===== config.mk =====
export PLATFORM = sky130hd
export DESIGN_NAME = port_tagged_midi_message_parser_top
export DESIGN_NICKNAME = d
export VERILOG_FILES = /design/src/rtl/core/ptmmp_pkg.sv /design/src/rtl/core/ptmmp_in_stage.sv /design/src/rtl/core/ptmmp_parser.sv /design/src/rtl/core/port_tagged_midi_message_parser_top.sv
export SDC_FILE = /design/constraint.sdc
export NUM_CORES = 1
export LEC_CHECK = 0
export ABC_AREA = 1
export BUFFER_PORTS_ARGS = -buffer_cell sky130_fd_sc_hd__buf_4
export CELL_PAD_IN_SITES_DETAIL_PLACEMENT = 2
export CELL_PAD_IN_SITES_GLOBAL_PLACEMENT = 2
export CORE_ASPECT_RATIO = 1.75
export CORE_MARGIN = 1
export CORE_UTILIZATION = 31
export CTS_CLUSTER_SIZE = 8
export DETAILED_ROUTE_END_ITERATION = 16
export GPL_TIMING_DRIVEN = 1
export PLACE_DENSITY_LB_ADDON = 0.05
export SETUP_SLACK_MARGIN = 0.1
export SYNTH_ARGS = -nofsm -noshare
export SYNTH_HDL_FRONTEND = slang
export SYNTH_SLANG_ARGS = --single-unit

===== constraint.sdc =====
create_clock -name i_clk -period 3 [get_ports i_clk]
set_clock_uncertainty 0.2 [all_clocks]
set_input_delay 0.3 -clock i_clk [delete_from_list [all_inputs] [get_ports i_clk]]
set_output_delay 0.3 -clock i_clk [all_outputs]
set_load 0.01 [all_outputs]

===== src/rtl/core/ptmmp_pkg.sv =====
// Shared types and constants of the port-tagged MIDI message parser.
// Used by ptmmp_in_stage, ptmmp_parser and the top level; no dependencies.
package ptmmp_pkg;

    // ports numbered at or above this value void the rest of the transfer
    localparam int NUM_PORTS = 8;

    // status byte codes
    localparam logic [7:0] ST_SYSEX_START = 8'hF0;
    localparam logic [7:0] ST_SYS_F4      = 8'hF4;
    localparam logic [7:0] ST_SYS_F5      = 8'hF5;
    localparam logic [3:0] CMD_SYSTEM     = 4'hF;
    localparam logic [3:0] CMD_PROG_CHG   = 4'hC;
    localparam logic [3:0] CMD_CHAN_PRESS = 4'hD;

    // message kinds reported on a result beat
    typedef enum logic [1:0] {
        KIND_CH_TWO    = 2'd0,
        KIND_CH_ONE    = 2'd1,
        KIND_SYS_SYSEX = 2'd2,
        KIND_SYS_OTHER = 2'd3
    } t_kind;

    // one input beat after the input register
    typedef struct packed {
        logic [7:0] in_byte;
        logic       last_of_transfer;
    } t_in_beat;

    // one decoded message
    typedef struct packed {
        t_kind       msg_kind;
        logic [2:0]  port_number;
        logic [7:0]  status_value;
        logic [3:0]  command_nibble;
        logic [3:0]  channel_number;
        logic [7:0]  first_data;
        logic [7:0]  second_data;
        logic [31:0] channel_msg_total;
    } t_result;

endpackage


===== src/rtl/core/ptmmp_in_stage.sv =====
// Input register of the parser: holds one byte beat until the parser takes it.
// Depends on ptmmp_pkg for the beat type.
module ptmmp_in_stage
    import ptmmp_pkg::*;
(
    input  logic       i_clk,
    input  logic       i_rst_n,
    input  logic       i_in_valid,
    input  logic [7:0] i_in_byte,
    input  logic       i_last_of_transfer,
    output logic       o_in_stall,
    input  logic       i_take,
    output logic       o_valid,
    output t_in_beat   o_beat
);

    logic     r_valid;
    t_in_beat r_beat;
    logic     w_load;

    // stall only while a held beat cannot move on
    assign o_in_stall = r_valid && !i_take;
    assign w_load     = i_in_valid && !o_in_stall;

    // valid flag
    always_ff @(posedge i_clk) begin
        if (!i_rst_n) begin
            r_valid <= 1'b0;
        end else if (w_load) begin
            r_valid <= 1'b1;
        end else if (i_take) begin
            r_valid <= 1'b0;
        end
    end

    // beat payload
    always_ff @(posedge i_clk) begin
        if (w_load) begin
            r_beat.in_byte          <= i_in_byte;
            r_beat.last_of_transfer <= i_last_of_transfer;
        end
    end

    assign o_valid = r_valid;
    assign o_beat  = r_beat;

endmodule


===== src/rtl/core/ptmmp_parser.sv =====
// Phase machine, held message fields, message counter and result register.
// Depends on ptmmp_pkg for constants, the beat type and the result type.
module ptmmp_parser
    import ptmmp_pkg::*;
(
    input  logic     i_clk,
    input  logic     i_rst_n,
    input  logic     i_valid,
    input  t_in_beat i_beat,
    output logic     o_take,
    output logic     o_out_valid,
    input  logic     i_out_stall,
    output t_result  o_result
);

    typedef enum logic [2:0] {
        PH_PORT     = 3'd0,
        PH_STATUS   = 3'd1,
        PH_DATA_A   = 3'd2,
        PH_DATA_B   = 3'd3,
        PH_DATA_ONE = 3'd4,
        PH_DISCARD  = 3'd5
    } t_phase;

    t_phase      r_phase, n_phase;
    logic [2:0]  r_port, n_port;
    logic [7:0]  r_status, n_status;
    logic [7:0]  r_data, n_data;
    logic [31:0] r_total, n_total;
    logic        r_out_valid;
    t_result     r_result, n_result;
    logic        n_emit;
    logic        w_step;
    logic [7:0]  w_b;

    // result register free or draining this cycle
    assign o_take = !r_out_valid || !i_out_stall;
    assign w_step = i_valid && o_take;
    assign w_b    = i_beat.in_byte;

    // decode one byte against the current phase
    always_comb begin
        n_phase  = PH_PORT;
        n_port   = r_port;
        n_status = r_status;
        n_data   = r_data;
        n_total  = r_total;
        n_emit   = 1'b0;
        n_result.msg_kind          = KIND_CH_TWO;
        n_result.port_number       = r_port;
        n_result.status_value      = r_status;
        n_result.command_nibble    = r_status[7:4];
        n_result.channel_number    = r_status[3:0];
        n_result.first_data        = 8'd0;
        n_result.second_data       = 8'd0;
        n_result.channel_msg_total = r_total;
        case (r_phase)
            PH_STATUS: begin
                n_status = w_b;
                n_result.status_value   = w_b;
                n_result.command_nibble = w_b[7:4];
                n_result.channel_number = w_b[3:0];
                if (w_b[7:4] == CMD_SYSTEM) begin
                    n_emit = 1'b1;
                    if (w_b inside {ST_SYSEX_START, ST_SYS_F4, ST_SYS_F5}) begin
                        n_result.msg_kind = KIND_SYS_SYSEX;
                    end else begin
                        n_result.msg_kind = KIND_SYS_OTHER;
                    end
                end else if (w_b[7]) begin
                    if (w_b[7:4] inside {CMD_PROG_CHG, CMD_CHAN_PRESS}) begin
                        n_phase = PH_DATA_ONE;
                    end else begin
                        n_phase = PH_DATA_A;
                    end
                end
            end
            PH_DATA_A: begin
                n_data  = w_b;
                n_phase = PH_DATA_B;
            end
            PH_DATA_B: begin
                n_total = r_total + 32'd1;
                n_emit  = 1'b1;
                n_result.msg_kind          = KIND_CH_TWO;
                n_result.first_data        = r_data;
                n_result.second_data       = w_b;
                n_result.channel_msg_total = n_total;
            end
            PH_DATA_ONE: begin
                n_total = r_total + 32'd1;
                n_emit  = 1'b1;
                n_result.msg_kind          = KIND_CH_ONE;
                n_result.first_data        = w_b;
                n_result.channel_msg_total = n_total;
            end
            PH_DISCARD: begin
                n_phase = PH_DISCARD;
            end
            default: begin
                // port byte; unused phase codes land here too
                if ({1'b0, w_b[3:0]} >= 5'(NUM_PORTS)) begin
                    n_phase = PH_DISCARD;
                end else begin
                    n_port  = w_b[2:0];
                    n_phase = PH_STATUS;
                end
            end
        endcase
        // every transfer restarts at the port byte
        if (i_beat.last_of_transfer) begin
            n_phase = PH_PORT;
        end
    end

    // parser state and result valid
    always_ff @(posedge i_clk) begin
        if (!i_rst_n) begin
            r_phase     <= PH_PORT;
            r_port      <= 3'd0;
            r_status    <= 8'd0;
            r_data      <= 8'd0;
            r_total     <= 32'd0;
            r_out_valid <= 1'b0;
        end else if (o_take) begin
            r_out_valid <= w_step && n_emit;
            if (w_step) begin
                r_phase  <= n_phase;
                r_port   <= n_port;
                r_status <= n_status;
                r_data   <= n_data;
                r_total  <= n_total;
            end
        end
    end

    // result payload
    always_ff @(posedge i_clk) begin
        if (w_step && n_emit) begin
            r_result <= n_result;
        end
    end

    assign o_out_valid = r_out_valid;
    assign o_result    = r_result;

endmodule


===== src/rtl/core/port_tagged_midi_message_parser_top.sv =====
// Port-tagged MIDI message parser, top level.
// Input channel: one byte beat per cycle (i_in_byte, i_last_of_transfer) with
//   i_in_valid / o_in_stall; a beat is taken when valid is high and stall low.
// Output channel: one decoded message per beat with o_out_valid / i_out_stall.
// Each message in a transfer is a port byte, a status byte and zero, one or
//   two data bytes; system status bytes give a result at once, channel
//   messages give one when their last data byte arrives and bump a wrapping
//   32-bit channel message count. Cut-off messages give nothing.
// Path: a taken byte sits in the input register, is decoded there and its
//   result is captured in the result register once that register is free.
// Throughput: one byte per clock unless stalled; the phase decode is a single
//   short combinational step between the input and the result register.
// Stall: a waiting result holds the result register; the input register then
//   holds its byte and o_in_stall rises only while it is occupied, so one
//   more byte is still taken behind a stalled result.
// Reset (synchronous, active low): parser expects a port byte, the count and
//   held fields clear, and both registers empty.
// Depends on ptmmp_pkg, ptmmp_in_stage and ptmmp_parser.
module port_tagged_midi_message_parser_top
    import ptmmp_pkg::*;
(
    input  logic        i_clk,
    input  logic        i_rst_n,
    input  logic        i_in_valid,
    output logic        o_in_stall,
    input  logic [7:0]  i_in_byte,
    input  logic        i_last_of_transfer,
    output logic        o_out_valid,
    input  logic        i_out_stall,
    output logic [1:0]  o_msg_kind,
    output logic [2:0]  o_port_number,
    output logic [7:0]  o_status_value,
    output logic [3:0]  o_command_nibble,
    output logic [3:0]  o_channel_number,
    output logic [7:0]  o_first_data,
    output logic [7:0]  o_second_data,
    output logic [31:0] o_channel_msg_total
);

    logic     w_take;
    logic     w_beat_valid;
    t_in_beat w_beat;
    t_result  w_result;

    // input register
    ptmmp_in_stage u_in_stage (
        .i_clk              (i_clk),
        .i_rst_n            (i_rst_n),
        .i_in_valid         (i_in_valid),
        .i_in_byte          (i_in_byte),
        .i_last_of_transfer (i_last_of_transfer),
        .o_in_stall         (o_in_stall),
        .i_take             (w_take),
        .o_valid            (w_beat_valid),
        .o_beat             (w_beat)
    );

    // phase machine and result register
    ptmmp_parser u_parser (
        .i_clk       (i_clk),
        .i_rst_n     (i_rst_n),
        .i_valid     (w_beat_valid),
        .i_beat      (w_beat),
        .o_take      (w_take),
        .o_out_valid (o_out_valid),
        .i_out_stall (i_out_stall),
        .o_result    (w_result)
    );

    // result fields to ports
    assign o_msg_kind          = w_result.msg_kind;
    assign o_port_number       = w_result.port_number;
    assign o_status_value      = w_result.status_value;
    assign o_command_nibble    = w_result.command_nibble;
    assign o_channel_number    = w_result.channel_number;
    assign o_first_data        = w_result.first_data;
    assign o_second_data       = w_result.second_data;
    assign o_channel_msg_total = w_result.channel_msg_total;

endmodule

==> results.cfg, run 1 <==
[critical_path]
cp_slowest_stage_delay_ns = 0.45
cp.arrival_ns = 2.52
cp_slowest_cell = dfxtp_1
timing.critical_path.required_ns = 2.92
cp-end-kind = flip-flop
category_of_the_critical_setup_timing_path = flip-flop to flip-flop
cp_startpoint = u_parser.r_phase[0]
r2r_cell_count = 10
worst_path_most_repeated_cell = inv_2
worstPathMaxFanout = 25
regToRegStartpoint = u_parser.r_phase[0]
worst_r2r_endpoint = u_parser.o_result[2]
worstPathCellList = inv_1 > nor2_1 > inv_2 > nor2_2 > inv_2 > nor2_1 > o21ai_0 > buf_4 > inv_2 > buf_12
critical_path_depth_in_cells = 10
setup.worst_path.start_class = flip-flop
critPathBufInv = 6
reg2reg_setup_slack_ns = 0.40
kind_of_cell_adding_the_most_delay_to_the_critical_path = buffers and inverters

[synthesis]
synth-warning-count = 0
post_synth.cell_area_avg_sq_um = 9.00
synthDistinctLibCells = 34
postSynthNetCount = 634
synth.ff_latch_count = 126
synthSimpleGateAreaFrac_pct = 20.3
syn-cell-area_sq_mm = 0.00558
synth_cells = 620
synth_xor_xnor_area_share_pct = 2.04
post_synth_mux_area_share_pct = 0
synth_top_family_by_area = simple AND/OR/NAND/NOR gates
fraction_of_the_yosys_area_taken_by_sequential_cells_pct = 57.8
post_synth_fa_ha_maj_area_fraction_pct = 0.224
synth-compound-area-share_pct = 10.6

[die]
die_h_um = 179
design.portCount = 84
design.die.area_sq_mm = 0.0186
floorplan.rows = 64
die_w_um = 103
coreArea_sq_mm = 0.0175
initial_utilization_pct = 31.8

[drt]
vias = 4572
drt-total-wl_um = 17700
drc = 0
wire_per_inst_um = 18.6
detailedRoute.firstIterationViolations = 81
antenna_violating_nets_post_route = 0
dr.pass1.iters = 4
viasPerCell = 4.79

[cells_and_area]
multiInputGateArea_sq_mm = 0.00185
layout_stage_area_growth_over_the_synthesis_result_pct = 27.1
fillerInstances = 1937
postLayoutCoreUtil_pct = 40.4
insertedDiodeCount = 0
drive_above_1_share_pct = 19.4
num-nets-final = 725
sequential_cell_area_sq_mm = 0.00322

[clock_tree]
root_buffer_master = clkbuf_16
insertion_delay_ns = 0.42
cts_num_sinks = 126
cts-resized-gates = 0
clockBufferDepth = 2
clock_h_tree_levels = 4
tritoncts.num_buffers = 17
cts_tree = done
clkTransAtPathRegs_ns = 0.06

[timing]
hold_viol = 0
relSlewSlack_pct = 53.6
worst_slew_pin_slew_ns = 0.696
setup_violations = 0
period_share_pct = 86.7
timing.setup.tns_ns = 0
rsz0062_at_grt = false
slew_violations = 0
max_freq_mhz = 384
finalWorstPathRequiredPeriod_ns = 2.60
final_critical_path_setup_slack_ns = 0.399

[power]
p_leak_nw = 2.90
peakVddDrop_mv = 0.297
power.density_mw_per_mm2 = 591

[flow_run]
maxCapViolations = 0

[grt]
grt_pass1_wl_um = 27400
pin_count_of_the_biggest_net_entering_global_routing = 38
grt_antenna_before_repair = 0
grt_pass1_vias = 5051
grt_use_total_pct = 20.4
globalRouteOverflowTotal = 0

[min_path]
hold_path_depth = 3
hold_path.startpoint = i_out_stall
hold_class = input port to flip-flop
hold_path_end = u_parser.o_out_valid

[outcome]
run_status = finished, final reports clean

[placed_design]
half_perimeter_wire_length_after_placement_um = 13100
finalWeightedCongestion = 0.779
detailedPlace.worstSlack_ns = 0.389
place.port_buffers = 83
flip-flops by register name, indices dropped and copies added (netlist names):
name	flops
u_in_stage.o_beat	9
u_in_stage.o_valid	1
u_parser.o_out_valid	1
u_parser.o_result	61
u_parser.r_data	8
u_parser.r_phase	3
u_parser.r_port	3
u_parser.r_status	8
u_parser.r_total	32
worst max path at each step:
stage	endpoint	slack, ns
2_1_floorplan	u_parser.o_result[0]	0.10
3_5_place_dp	u_parser.o_result[3]	0.39
3_3_place_gp	u_parser.o_result[4]	0.49
4_1_cts	u_parser.o_result[2]	0.35
5_1_grt	u_parser.o_result[6]	0.25
6_report	u_parser.o_result[2]	0.40
cell usage after synthesis:
master / count / share of area [%]
a211oi_1: 6 / 0.81
a211oi_2: 2 / 0.45
a21oi_1: 45 / 4.0
a32oi_1: 1 / 0.16
buf_1: 1 / 0.067
buf_2: 7 / 0.63
buf_4: 8 / 1.1
buf_6: 2 / 0.40
clkbuf_1: 9 / 0.61
dfxtp_1: 56 / 20
edfxtp_1: 70 / 38
ha_1: 1 / 0.22
inv_1: 90 / 6.1
inv_2: 4 / 0.27
nand2_1: 117 / 7.9
nand2_2: 2 / 0.22
nand2_4: 2 / 0.40
nand3_1: 41 / 3.7
nand3_2: 1 / 0.18
nand3_4: 1 / 0.31
nand3b_1: 1 / 0.13
nand4_1: 10 / 1.1
nor2_1: 60 / 4.0
nor2_2: 8 / 0.90
nor2_4: 3 / 0.61
nor2_8: 1 / 0.36
nor3_1: 3 / 0.27
nor3_2: 1 / 0.18
o21ai_0: 37 / 3.3
o21ai_1: 6 / 0.54
o21bai_1: 3 / 0.40
o22ai_1: 8 / 0.90
xnor2_1: 1 / 0.16
xor2_1: 12 / 1.9
layout by cell type, fill, tap and decap left out, types with 2 or more instances in the layout:
cell type,instances
nand2_1,117
inv_1,89
buf_4,86
edfxtp_1,70
nor2_1,60
dfxtp_1,56
a21oi_1,45
nand3_1,41
o21ai_0,37
clkbuf_16,17
xor2_1,12
nand4_1,10
dlygate4sd3_1,10
nor2_2,8
o22ai_1,8
o21ai_1,6
a211oi_1,6
inv_2,5
clkbuf_1,4
nor2_4,3
nor3_1,3
o21bai_1,3
clkbuf_8,3
buf_12,3
nand2_4,2
nand2_2,2
a211oi_2,2
bufinv_16,2
clkinv_1,2
layer usage:
layer  part of all wire [%]  vias up  track usage [%]
li1                       -     2213                -
met5                      0        -                0
met3                    2.4       24             4.28
met1                     35     2261             19.1
met2                     60       74             40.6
met4                    2.6        0             8.06
kinds of logic (layout without fill, tap and decap cells):
group,after synthesis,in the layout
AOI/OAI and AO/OA,108,108
xor gates and xnor gates,13,13
adders and majority gates,1,1
buffers and inverters,121,224
DFF,126,126
and+or+nand+nor,251,251
tightest hold or removal path: stages:
cell	delay (ns)
buf_4	0.12
nand2_1	0.08
a21oi_1	0.08
cell type report:
| type | count | share of cell area, % |
|---|---|---|
| flip-flops and latches | 126 | 45.5 |
| multi-input cells | 373 | 26.1 |
| repair buffers | 99 | 11.4 |
| clock buffers | 24 | 6.79 |
| inverters | 94 | 4.98 |
| well taps | 231 | 4.08 |
| clock inverters | 7 | 1.25 |
report_power, final:
part           leakage, nW  internal (mW)  switching, mW
logic                 1.53         0.0871          0.169
registers             1.09           1.87         0.0493
clock network        0.275           1.28          0.731
what timing repair did:
| action | CTS | global route |
|---|---|---|
| buffers inserted | 0 | 0 |
| endpoints found under the setup margin | 0 | 0 |
| hold buffers | 10 | 0 |
| endpoints found under the hold margin | 10 | 0 |
stage by stage:
step	std cells	hold slack, ns	power (mW)	cell area, sq um
2_1_floorplan	620	0.199	2.10	5580
3_3_place_gp	913	0.252	2.20	6420
4_1_cts	954	0.00148	4.25	7090
6_report	954	0.0182	4.19	7090
3_5_place_dp	913	0.233	2.21	6420
5_1_grt	954	0.0227	4.35	7090
Power figures use the tool's default switching activity.
==> run 2, diff against run 1 <==
Settings changed: REMOVE_ABC_BUFFERS set to 1.
==> results.cfg, run 2 (synthesis gave the netlist of run 1 again) <==
[drt]
antenna_violating_nets_post_route = 0
viasPerCell = 4.78
dr.pass1.iters = 4
detailedRoute.firstIterationViolations = 105
vias = 4562
wire_per_inst_um = 18.3
drc = 0
drt-total-wl_um = 17400

[die]
die_w_um = 103
floorplan.rows = 64
design.portCount = 84
initial_utilization_pct = 31.8
design.die.area_sq_mm = 0.0186
die_h_um = 179
coreArea_sq_mm = 0.0175

[cells_and_area]
num-nets-final = 725
insertedDiodeCount = 0
largest_register_ffs = 61
drive_above_1_share_pct = 19.1
mostFrequentLayoutCell = nand2_1
postLayoutCoreUtil_pct = 40.2
layout_stage_area_growth_over_the_synthesis_result_pct = 26.4
most_frequent_cells_in_the_layout = nand2_1 (117), inv_1 (89), buf_4 (88)
layoutNonFillerInstCount = 955

[clock_tree]
clkTransAtPathRegs_ns = 0.06
clock_h_tree_levels = 4
holdBufCountCts = 10
cts_post_setup_buffers_inserted = 0
cts-resized-gates = 0
insertion_delay_ns = 0.42
clockBufferDepth = 2
tritoncts.num_buffers = 17
cts_tree = done
cts_num_sinks = 126
root_buffer_master = clkbuf_16

[grt]
grt_use_total_pct = 20.2
grt_antenna_before_repair = 0
grt_pass1_vias = 5060
global_route.usage.met2_pct = 39.4
grt.met3_usage_pct = 3.34
globalRouteMet1Util_pct = 19.3
grt.busiest_layer = met2
grt_pass1_wl_um = 27200
globalRouteOverflowTotal = 0
pin_count_of_the_biggest_net_entering_global_routing = 62

[timing]
slew_violations = 0
period_share_pct = 79.9
max_freq_mhz = 417
setup_violations = 0
relSlewSlack_pct = 52.4
timing.setup.tns_ns = 0
rsz0062_at_grt = false
finalWorstPathRequiredPeriod_ns = 2.40
worst_slew_pin_slew_ns = 0.714
hold-worst-slack_ns = 0.00856
hold_viol = 0

[flow_run]
maxCapViolations = 0

[critical_path]
worstPathMaxFanout = 61
cp_slowest_cell = dfxtp_1
r2r_cell_count = 9
critPathBufInv = 5
worst_path_most_repeated_cell = inv_2
worstPathCellList = inv_1 > nor2_1 > inv_2 > nor2_2 > inv_2 > nor2_1 > o21ai_0 > inv_2 > buf_12
category_of_the_critical_setup_timing_path = flip-flop to flip-flop
regToRegStartpoint = u_parser.r_phase[0]
kind_of_cell_adding_the_most_delay_to_the_critical_path = buffers and inverters
setup.worst_path.end = u_parser.o_result[5]
cp.arrival_ns = 2.28
setup.worst_path.start_class = flip-flop
worst_r2r_endpoint = u_parser.o_result[5]
timing.critical_path.required_ns = 2.89
cp_startpoint = u_parser.r_phase[0]
reg2reg_setup_slack_ns = 0.60
cp_slowest_stage_delay_ns = 0.44
critical_path_depth_in_cells = 9
cp-end-kind = flip-flop

[power]
power.density_mw_per_mm2 = 589
p_seq_share_pct = 46.3
total_power_mw = 4.15
p_sw_mw = 0.947
power.internal_mw = 3.21
p_leak_nw = 2.88
peakVddDrop_mv = 0.244
proportion_of_power_drawn_by_combinational_gates_pct = 6.0
power.share.switching_pct = 22.8
power.clock.fraction_pct = 47.7

[placed_design]
place.port_buffers = 83
finalWeightedCongestion = 0.807
half_perimeter_wire_length_after_placement_um = 12600
dp.cells = 913

[min_path]
hold_class = input port to flip-flop

[outcome]
run_status = finished, final reports clean
run 2: changes by cell type in the layout (fill, tap and decap cells not counted), sizes merged:
cell / delta
clkbuf: -2
clkinv: +3
run 2: worst min path at each step:
| stage | from | endpoint | slack [ns] | depth (start not counted) |
|---|---|---|---|---|
| floorplan | i_last_of_transfer | u_in_stage.o_beat[0] | 0.20 | 0 |
| finish | i_out_stall | u_parser.o_out_valid | 0.009 | 3 |
| global placement | u_parser.r_port[0] | u_parser.o_result[64] | 0.23 | 0 |
| CTS | i_out_stall | u_parser.o_out_valid | 0.001 | 3 |
| detailed placement | u_parser.r_port[2] | u_parser.o_result[66] | 0.23 | 0 |
| global route | i_out_stall | u_parser.o_out_valid | 0.01 | 3 |
run 2: power groups by stage:
stage	clock [mW]	combinational (mW)	sequential [mW]
after floorplan	0	0.141	1.95
after global placement	0	0.230	1.96
after detailed placement	0	0.242	1.96
after CTS	2.03	0.256	1.92
after global routing	2.10	0.280	1.93
final	1.98	0.249	1.92
run 2: area by class of cell:
type                            instances  area [sq um]
Clock buffer                           22           464
Clock inverter                         10          95.1
Fill cell                            1951         10500
Inverter                               94           353
Multi-Input combinational cell        373          1850
Sequential cell                       126          3220
Tap cell                              231           289
Timing Repair Buffer                   99           781
run 2: per-stage QoR:
| stage | area [sq um] | setup slack (ns) |
|---|---|---|
| after detailed placement | 6390 | 0.592 |
| after floorplan | 5430 | -0.836 |
| after CTS | 7050 | 0.565 |
| after global placement | 6390 | 0.785 |
| final | 7050 | 0.602 |
| after global routing | 7050 | 0.383 |
run 2: worst register-to-register path, delay by kind of cell, from the launching register on:
kind                   cells  cell delay (ns)
AO/OA/AOI/OAI              1             0.15
flip-flops                 1             0.44
buffers and inverters      5             0.77
AND/OR/NAND/NOR            3             0.45
run 2: metal layers:
metal	share of wire (%)	wire, um	vias to the layer above
li1	-	-	2213
met1	36	6330	2244
met2	59	10200	77
met3	2.5	431	28
met4	2.8	481	0
met5	0	0	-
